File: src/sv/rks_pkg.sv
// ----------------------------------------------------------------------------
// rks_pkg - shared types and constants for range_kth_smallest
// Opcodes, status codes, microprogram step codes, jump conditions, the
// control word and the microcode table.
// ----------------------------------------------------------------------------
package rks_pkg;

	// item kinds (s_axis_tuser)
	localparam logic OP_LOAD  = 1'b0;
	localparam logic OP_QUERY = 1'b1;

	// result status (m_axis_tuser)
	localparam logic [1:0] ST_OK        = 2'd0;
	localparam logic [1:0] ST_BAD_RANGE = 2'd1;
	localparam logic [1:0] ST_BAD_RANK  = 2'd2;

	// field widths
	localparam int VAL_W  = 32;
	localparam int WIDX_W = 7;
	localparam int POS_W  = 8;
	localparam int CNT_POS_W = POS_W + 1;  // position counter, may reach last+1

	// microprogram steps
	localparam int STEP_W = 4;
	localparam logic [STEP_W-1:0] S_WAIT  = 4'd0;
	localparam logic [STEP_W-1:0] S_CHECK = 4'd1;
	localparam logic [STEP_W-1:0] S_RDI   = 4'd2;
	localparam logic [STEP_W-1:0] S_KEY   = 4'd3;
	localparam logic [STEP_W-1:0] S_SCAN  = 4'd4;
	localparam logic [STEP_W-1:0] S_TEST  = 4'd5;
	localparam logic [STEP_W-1:0] S_NEXT  = 4'd6;
	localparam logic [STEP_W-1:0] S_EMIT  = 4'd7;
	localparam logic [STEP_W-1:0] S_DONE  = 4'd8;

	// jump conditions
	localparam logic [2:0] C_NEVER  = 3'd0;
	localparam logic [2:0] C_ALWAYS = 3'd1;
	localparam logic [2:0] C_IDLE   = 3'd2;  // no query taken this cycle
	localparam logic [2:0] C_BAD    = 3'd3;
	localparam logic [2:0] C_MORE_J = 3'd4;
	localparam logic [2:0] C_HIT    = 3'd5;
	localparam logic [2:0] C_BUSY   = 3'd6;

	typedef struct packed {
		logic              i_init;  // candidate index <= first
		logic              j_init;  // scan index <= first, clear counts
		logic              rd_i;    // read address from candidate index
		logic              re;      // store read enable
		logic              key_ld;  // latch candidate value
		logic              j_inc;
		logic              acc;     // compare read data against candidate
		logic              chk;     // latch range / rank status
		logic              take;    // latch candidate as result on hit
		logic              i_inc;
		logic              emit;    // push result to output register
		logic [2:0]        cond;
		logic [STEP_W-1:0] target;
	} ctl_t;

	typedef struct packed {
		logic query_acc;
		logic bad;
		logic j_done;
		logic hit;
		logic busy;
	} flags_t;

	function automatic ctl_t ucode(input logic [STEP_W-1:0] step);
		ctl_t w;
		w = '0;
		unique case (step)
			S_WAIT: begin
				w.cond = C_IDLE;    w.target = S_WAIT;
			end
			S_CHECK: begin
				w.chk = 1'b1;       w.i_init = 1'b1;
				w.cond = C_BAD;     w.target = S_EMIT;
			end
			S_RDI: begin
				w.rd_i = 1'b1;      w.re = 1'b1;     w.j_init = 1'b1;
				w.cond = C_NEVER;   w.target = S_WAIT;
			end
			S_KEY: begin
				w.key_ld = 1'b1;    w.re = 1'b1;     w.j_inc = 1'b1;
				w.cond = C_NEVER;   w.target = S_WAIT;
			end
			S_SCAN: begin
				w.acc = 1'b1;       w.re = 1'b1;     w.j_inc = 1'b1;
				w.cond = C_MORE_J;  w.target = S_SCAN;
			end
			S_TEST: begin
				w.take = 1'b1;
				w.cond = C_HIT;     w.target = S_EMIT;
			end
			S_NEXT: begin
				w.i_inc = 1'b1;
				w.cond = C_ALWAYS;  w.target = S_RDI;
			end
			S_EMIT: begin
				w.emit = 1'b1;
				w.cond = C_BUSY;    w.target = S_EMIT;
			end
			S_DONE: begin
				w.cond = C_ALWAYS;  w.target = S_WAIT;
			end
			default: begin
				w.cond = C_ALWAYS;  w.target = S_WAIT;
			end
		endcase
		return w;
	endfunction

endpackage

File: src/sv/rks_seq.sv
// ----------------------------------------------------------------------------
// rks_seq - microprogram sequencer
// Step counter, microcode lookup and conditional jump.
// ----------------------------------------------------------------------------
module rks_seq
	import rks_pkg::*;
(
	input  logic              clk,
	input  logic              arst_n,
	input  flags_t            flags,
	output ctl_t              ctl,
	output logic [STEP_W-1:0] step
);

	logic [STEP_W-1:0] pc_q;
	logic              jump;

	assign ctl  = ucode(pc_q);
	assign step = pc_q;

	always_comb begin
		unique case (ctl.cond)
			C_NEVER:  jump = 1'b0;
			C_ALWAYS: jump = 1'b1;
			C_IDLE:   jump = !flags.query_acc;
			C_BAD:    jump = flags.bad;
			C_MORE_J: jump = !flags.j_done;
			C_HIT:    jump = flags.hit;
			C_BUSY:   jump = flags.busy;
			default:  jump = 1'b0;
		endcase
	end

	always_ff @(posedge clk or negedge arst_n) begin
		if (!arst_n) begin
			pc_q <= S_WAIT;
		end else begin
			pc_q <= jump ? ctl.target : pc_q + STEP_W'(1);
		end
	end

endmodule

File: config.mk
export PLATFORM = sky130hd
export DESIGN_NAME = rks_seq
export DESIGN_NICKNAME = d
export VERILOG_FILES = /design/src/sv/rks_pkg.sv /design/src/sv/rks_seq.sv
export SDC_FILE = /design/constraint.sdc
export NUM_CORES = 1
export LEC_CHECK = 0
export ABC_AREA = 1
export ABC_CLOCK_PERIOD_IN_PS = 4900
export BUFFER_PORTS_ARGS = -buffer_cell sky130_fd_sc_hd__buf_2
export CORE_AREA = 2 2 39 41
export CTS_CLUSTER_SIZE = 20
export DETAILED_ROUTE_END_ITERATION = 10
export DIE_AREA = 0 0 41 43
export HOLD_SLACK_MARGIN = 0.12
export MAX_ROUTING_LAYER = met4
export PLACE_DENSITY = 0.83
export SETUP_SLACK_MARGIN = 0.05
export SLEW_MARGIN = 20
export SYNTH_ARGS = -nofsm -noshare
export SYNTH_HDL_FRONTEND = slang
export SYNTH_SLANG_ARGS = --single-unit
File: constraint.sdc
create_clock -name clk -period 4.9 [get_ports clk]
set_clock_uncertainty 0.15 [all_clocks]
set_input_delay 0.49 -clock clk [delete_from_list [all_inputs] [get_ports clk]]
set_output_delay 0.49 -clock clk [all_outputs]
set_load 0.01 [all_outputs]
# Yosys cells after proc, flatten, opt, wreduce, memory -nomap -nowiden
# Index checks and enable logic that the tools add are counted.
[classes] n_mux=12 eq_ne=13 n_reduce_logical=6 n_addsub=1
[ops] operator="$pmux W7 S7" n=1
[ops] operator="$eq A4 B3 Y1 const B" n=4
[ops] operator="$eq A3 B3 Y1 const B" n=3
[ops] operator="$eq A4 B2 Y1 const B" n=2
[ops] operator="$mux W1" n=8
[ops] operator="$eq A3 B2 Y1 const B" n=2
[ops] operator="$pmux W1 S6" n=1
[ops] operator="$add A4 B1 Y4 const B" n=1
[ops] operator="$eq A4 B1 Y1 const B" n=1
[ops] operator="$logic_not A4 Y1" n=1
[ops] operator="$mux W4" n=1
[ops] operator="$reduce_or A2 Y1" n=2
[ops] operator="$eq A3 B1 Y1 const B" n=1
[ops] operator="$reduce_or A3 Y1" n=1
[ops] operator="$logic_not A1 Y1" n=2
[ops] operator="$mux W2" n=1
[word_totals] ff_bits=4 out_inout_bits=22 elab_cells=33 in_bits=7

# Logic depth before layout (Yosys ltp)
# Gate-level depths: netlist of run 1.
[depth] ltp_word=6 ltp_mapped=13

# Worst setup path before layout of run 1
# OpenSTA, ideal clock, no wires.
[synth_timing] kind="register to output" startpoint="register pc_q[0] (netlist: step[0])" endpoint="output ctl[2] in the netlist's numbering" arrival_time_ns=1.220 setup_slack_ns=3.040 stages_incl_launch_ff=7 path_buffers=0 cell_sequence="dfrtp_1 inv_1 ha_1 o21ai_2 nand2_1 inv_2 nand2_1"
[synth_lines] element="from (decl)" line="rks_seq.sv:15" rtl="logic [STEP_W-1:0] pc_q;"
[synth_lines] element="from (signal assigned)" line="rks_seq.sv:38" rtl="pc_q <= jump ? ctl.target : pc_q + STEP_W'(1);"
[synth_lines] element="to (decl)" line="rks_seq.sv:11" rtl="output ctl_t ctl,"

==> impl_metrics.ini, run 1 <==
[cts]
cts_hold_buf = 1
ctsResizeCount = 0
clock_sinks = 4
clkLatencyLatePin_ns = 0.23
cts_max_path_buffers = 2
cts_setup_buffers = 0
cts_max_level = 1
clkTransAtPathRegs_ns = 0.04
numCtsBuffers = 3
cts_tree = yes
clockRootBuffer = clkbuf_4

[setup_path]
ff2ff_path_depth = 13
start_kind = flip-flop
cp_data_required_time_ns = 4.26
criticalPathCategory = flip-flop to primary output
end_kind = primary output
cp_max_fo = 5
worstPathArrival_ns = 1.64

[synthesis]
synth_compound_area_share_pct = 6.30
synth_top_family_by_area = simple AND/OR/NAND/NOR gates
ys_warn_count = 0
ys_seq_area_share_pct = 19.4
synth-xor-area-share_pct = 3.39
syn_avg_cell_area_um2 = 5.94
synthMuxAreaShare_pct = 0
synth_cell_type_count = 18
synthAdderAreaFrac_pct = 9.69
syn_inst = 87
synthSimpleGateAreaFrac_pct = 41.6
synth_nets = 98
synth-seq-cells = 4
syn_area_um2 = 517

[drt]
drt_iter0_markers = 13
finalWirelength_mm = 1.17
drc = 0
vias_per_cell = 4.57
firstDrtPassIters = 4
postRouteAntennaNets = 0
num_vias = 599
post_drt_wl_per_cell_um = 8.95

[flow_run]
drv_cap = 0

[timing]
period_needed_ns = 2.28
tns_ns = 0
rsz0062_at_grt = false
hold_viol = 0
max_freq_mhz = 438
finalCritPeriodShare_pct = 46.6
maxSlewViolCount = 0
finalSetupViolCount = 0

[floorplanning]
start_util_pct = 37.3
die_width_um = 41
die_h_um = 43
io_pins = 29
design.die.area_mm2 = 0.00176
core-area_mm2 = 0.00138
std_cell_rows = 14

[status]
status = completed

[finish]
syn_to_final_growth_pct = 32.0
largest_reg_flops = 4
nNetsFinal = 128
antenna-diode-count = 0
drive_gt1_share_pct = 34.8
final_cell_area_um2 = 682
final_util_pct = 49.3
fillers = 149

[grt]
globalRoute.totalOverflow = 0
grt_pass1_vias = 467
grt_pass1_wl_mm = 1.81
antenna_found_initial = 0
grt_max_degree = 8
track_usage_pct = 15.6

[hold_path]
hold_class = primary input to asynchronous set/reset pin

[placement]
dpl_cell_area_um2 = 649
dp_hpwl_um = 999
io_buffers = 27
place_congestion = 0.769
[cells by family (layout without fill, tap and decap cells)]
logic type	after synthesis	count (layout)
flip-flops	4	4
buffers and inverters	23	51
adder cells (fa/ha/maj)	4	4
other	1	1
AO/OA/AOI/OAI	5	5
AND/OR/NAND/NOR	48	48
XOR/XNOR	2	2
[cell usage after synthesis]
master   count  area, um^2
buf_4        3        22.5
nand2_1     28         105
inv_1       18        67.6
xor2_1       2        17.5
o21ai_2      2        17.5
nor2_2       1        6.26
nor2_1       5        18.8
o21ai_0      1        5.00
o21ai_1      1        5.00
a21oi_1      1        5.00
dfrtp_1      4         100
nand3_1      9        45.0
nand2_2      3        18.8
nor2_4       1        11.3
inv_2        2        7.51
nand3_2      1        10.0
ha_1         4        50.1
conb_1       1        3.75
[routing by layer]
metal  part of all wire [%]  track usage, %
met1                     43            18.2
met2                     53            23.1
met3                    4.8            3.14
met4                      0            10.0
met5                      0               -
[per-stage QoR]
| step | cells | hold slack [ns] | setup WS [ns] |
|---|---|---|---|
| 6_report | 131 | 0.436 | 2.62 |
| 3_3_place_gp | 127 | 0.143 | 2.91 |
| 4_1_cts | 131 | 0.427 | 2.62 |
| 5_1_grt | 131 | 0.454 | 2.47 |
| 2_1_floorplan | 87 | 0.0444 | 3.04 |
| 3_5_place_dp | 127 | 0.148 | 2.88 |
[worst max-delay path, cell delays in order (launching register included)]
cell     delay [ns]
dfrtp_1        0.41
inv_1          0.10
ha_1           0.25
o21ai_1        0.20
nand2_1        0.11
o21ai_2        0.18
buf_2          0.15
[worst paths after layout]
check / slack, ns / endpoint / startpoint
max: 2.62 / ctl[4] / step[0]
max reg2reg: 3.02 / step[1] / step[0]
min reg2reg: 0.56 / step[0] / step[0]
min: 0.44 / step[2] / arst_n
max in group asynchronous: 4.05 / step[3] / arst_n
min in group clk: 0.56 / step[0] / step[0]
[cell usage in the layout, fill, tap and decap left out, types with 2 or more instances in the layout]
master | netlist | final
clkbuf_4 | 0 | 3
nand2_1 | 28 | 28
ha_1 | 4 | 4
nand3_1 | 9 | 9
inv_2 | 2 | 2
xor2_1 | 2 | 2
nand2_2 | 3 | 3
buf_2 | 0 | 27
inv_1 | 18 | 18
dfrtp_1 | 4 | 4
o21ai_2 | 2 | 2
nor2_1 | 5 | 5
[area by class of cell]
cell class / instances / area [um^2] / share of cell area, %
Sequential cell: 4 / 100 / 14.7
Multi-Input combinational cell: 60 / 319 / 46.8
Tap cell: 16 / 20.0 / 2.94
Clock buffer: 3 / 22.5 / 3.30
Timing Repair Buffer: 28 / 145 / 21.3
Inverter: 20 / 75.1 / 11.0
Power of run 1 is not shown: default switching activity piles up to over one toggle a cycle in this logic, so the estimate is an artifact.
==> run 2: changes to the inputs <==
--- a/config.mk
+++ b/config.mk
@@ -6,7 +6,7 @@
 export NUM_CORES = 1
 export LEC_CHECK = 0
 export ABC_AREA = 1
-export ABC_CLOCK_PERIOD_IN_PS = 4900
+export ABC_CLOCK_PERIOD_IN_PS = 2300
 export BUFFER_PORTS_ARGS = -buffer_cell sky130_fd_sc_hd__buf_2
 export CORE_AREA = 2 2 39 41
 export CTS_CLUSTER_SIZE = 20
==> constraint.sdc (replaced) <==
create_clock -name clk -period 2.3 [get_ports clk]
set_clock_uncertainty 0.15 [all_clocks]
set_input_delay 0.23 -clock clk [delete_from_list [all_inputs] [get_ports clk]]
set_output_delay 0.23 -clock clk [all_outputs]
set_load 0.01 [all_outputs]
==> run 2 against run 1 <==
  * Wire length is 1.1% higher
  * First-iteration DRC count shrank 92%
  * Die area did not move
  * Cell count unchanged
  * Cell area unchanged
  * Utilization unchanged
  * Global-route usage is 0.24 points higher
==> impl_metrics.ini, run 2 (synthesis gave the netlist of run 1 again) <==
[finish]
final_cell_area_um2 = 682
nNetsFinal = 128
largest_reg_flops = 4
layout_common_cells = nand2_1 (28), buf_2 (27), inv_1 (18)
final_common_cell = nand2_1
drive_gt1_share_pct = 34.8
syn_to_final_growth_pct = 32.0
antenna-diode-count = 0

[drt]
drt_iter0_markers = 1
post_drt_wl_per_cell_um = 9.05
vias_per_cell = 4.39
finalWirelength_mm = 1.19
num_vias = 575
drc = 0
postRouteAntennaNets = 0
firstDrtPassIters = 3

[timing]
tns_ns = 0
max_freq_mhz = 501
hold_viol = 0
finalCritPeriodShare_pct = 86.8
period_needed_ns = 2.00
rsz0062_at_grt = false
maxSlewViolCount = 0
finalSetupViolCount = 0
whs_ns = 0.193

[setup_path]
crit_path_frequent_cell = o21ai_2
cp_num_buf_inv = 2
r2r_start = step[0]
critPathSlowestCell = dfrtp_1
path_depth = 6
endpoint = ctl[4]
criticalPathCategory = flip-flop to primary output
start_kind = flip-flop
cp_data_required_time_ns = 1.92
cp_cell_sequence = inv_1 -> ha_1 -> o21ai_2 -> nand2_1 -> o21ai_2 -> buf_2
cp_top_family = flip-flops
worstSetupStartpoint = step[0]
r2r_setup_slack_ns = 0.48
worstPathArrival_ns = 1.62
cpPeakStageDelay_ns = 0.40
cp_max_fo = 5
end_kind = primary output
ff2ff_path_depth = 13
r2r-end = step[0]

[grt]
grt_pass1_wl_mm = 1.93
track_usage_pct = 15.8
grt_max_degree = 8
antenna_found_initial = 0
globalRoute.totalOverflow = 0
grt_pass1_vias = 494

[status]
status = completed

[cts]
clockRootBuffer = clkbuf_4
cts_tree = yes
clkTransAtPathRegs_ns = 0.03
clkLatencyLatePin_ns = 0.23
numCtsBuffers = 3
cts_max_level = 1
cts_max_path_buffers = 2
clock_sinks = 4

[hold_path]
hold_class = primary input to asynchronous set/reset pin

[flow_run]
drv_cap = 0

[placement]
place_congestion = 0.754
dpl_cell_area_um2 = 649
dp_hpwl_um = 991
io_buffers = 27

[floorplanning]
die_width_um = 41
std_cell_rows = 14
io_pins = 29
die_h_um = 43
design.die.area_mm2 = 0.00176
core-area_mm2 = 0.00138
start_util_pct = 37.3
-- run 2: cell counts in the layout (fill, tap and decap cells not counted) --
Identical to the previous run, type by type.
-- run 2: final cells by class --
class	instances	area (um^2)
Inverter	20	75.1
Timing Repair Buffer	28	145
Tap cell	16	20.0
Clock buffer	3	22.5
Fill cell	148	702
Sequential cell	4	100
Multi-Input combinational cell	60	319
-- run 2: layer usage --
layer  global-route usage, %  wire length [um]
met2                    23.4               632
met1                    20.6               510
met3                   0.524                41
met5                       -                 0
met4                    9.33                 0
-- run 2: through the flow --
| step | util, % | setup WS, ns | instances |
|---|---|---|---|
| final | 49.3 | 0.303 | 131 |
| after global routing | 49.3 | 0.182 | 131 |
| after CTS | 49.3 | 0.289 | 131 |
| after detailed placement | 46.9 | 0.489 | 127 |
| after global placement | 46.9 | 0.548 | 127 |
| after floorplan | - | 0.547 | 87 |
-- run 2: worst reg2reg max path: stages (launching register included) --
cell and delay (ns):
dfrtp_1 0.41, inv_1 0.12, ha_1 0.24, inv_1 0.06, nand2_1 0.05, nand2_1 0.10, nand2_1 0.11, nand2_1 0.05
nand2_1 0.06, nand2_1 0.05, nand2_2 0.10, nand2_2 0.08, nand2_1 0.06, nand2_1 0.05
-- run 2: repair_timing --
item | 4_1_cts | 5_1_grt
hold buffers | 1 | 0
gates resized for setup | 0 | 0
endpoints found under the hold margin | 4 | 0
buffers inserted | 0 | 0
-- run 2: worst min-delay path by stage --
stage,end,slack (ns)
6_report,step[0],0.19
2_1_floorplan,step[0],-0.22
5_1_grt,step[0],0.20
3_3_place_gp,step[0],-0.12
4_1_cts,step[0],0.17
3_5_place_dp,step[0],-0.11
Power of run 2 is left out for the same reason.
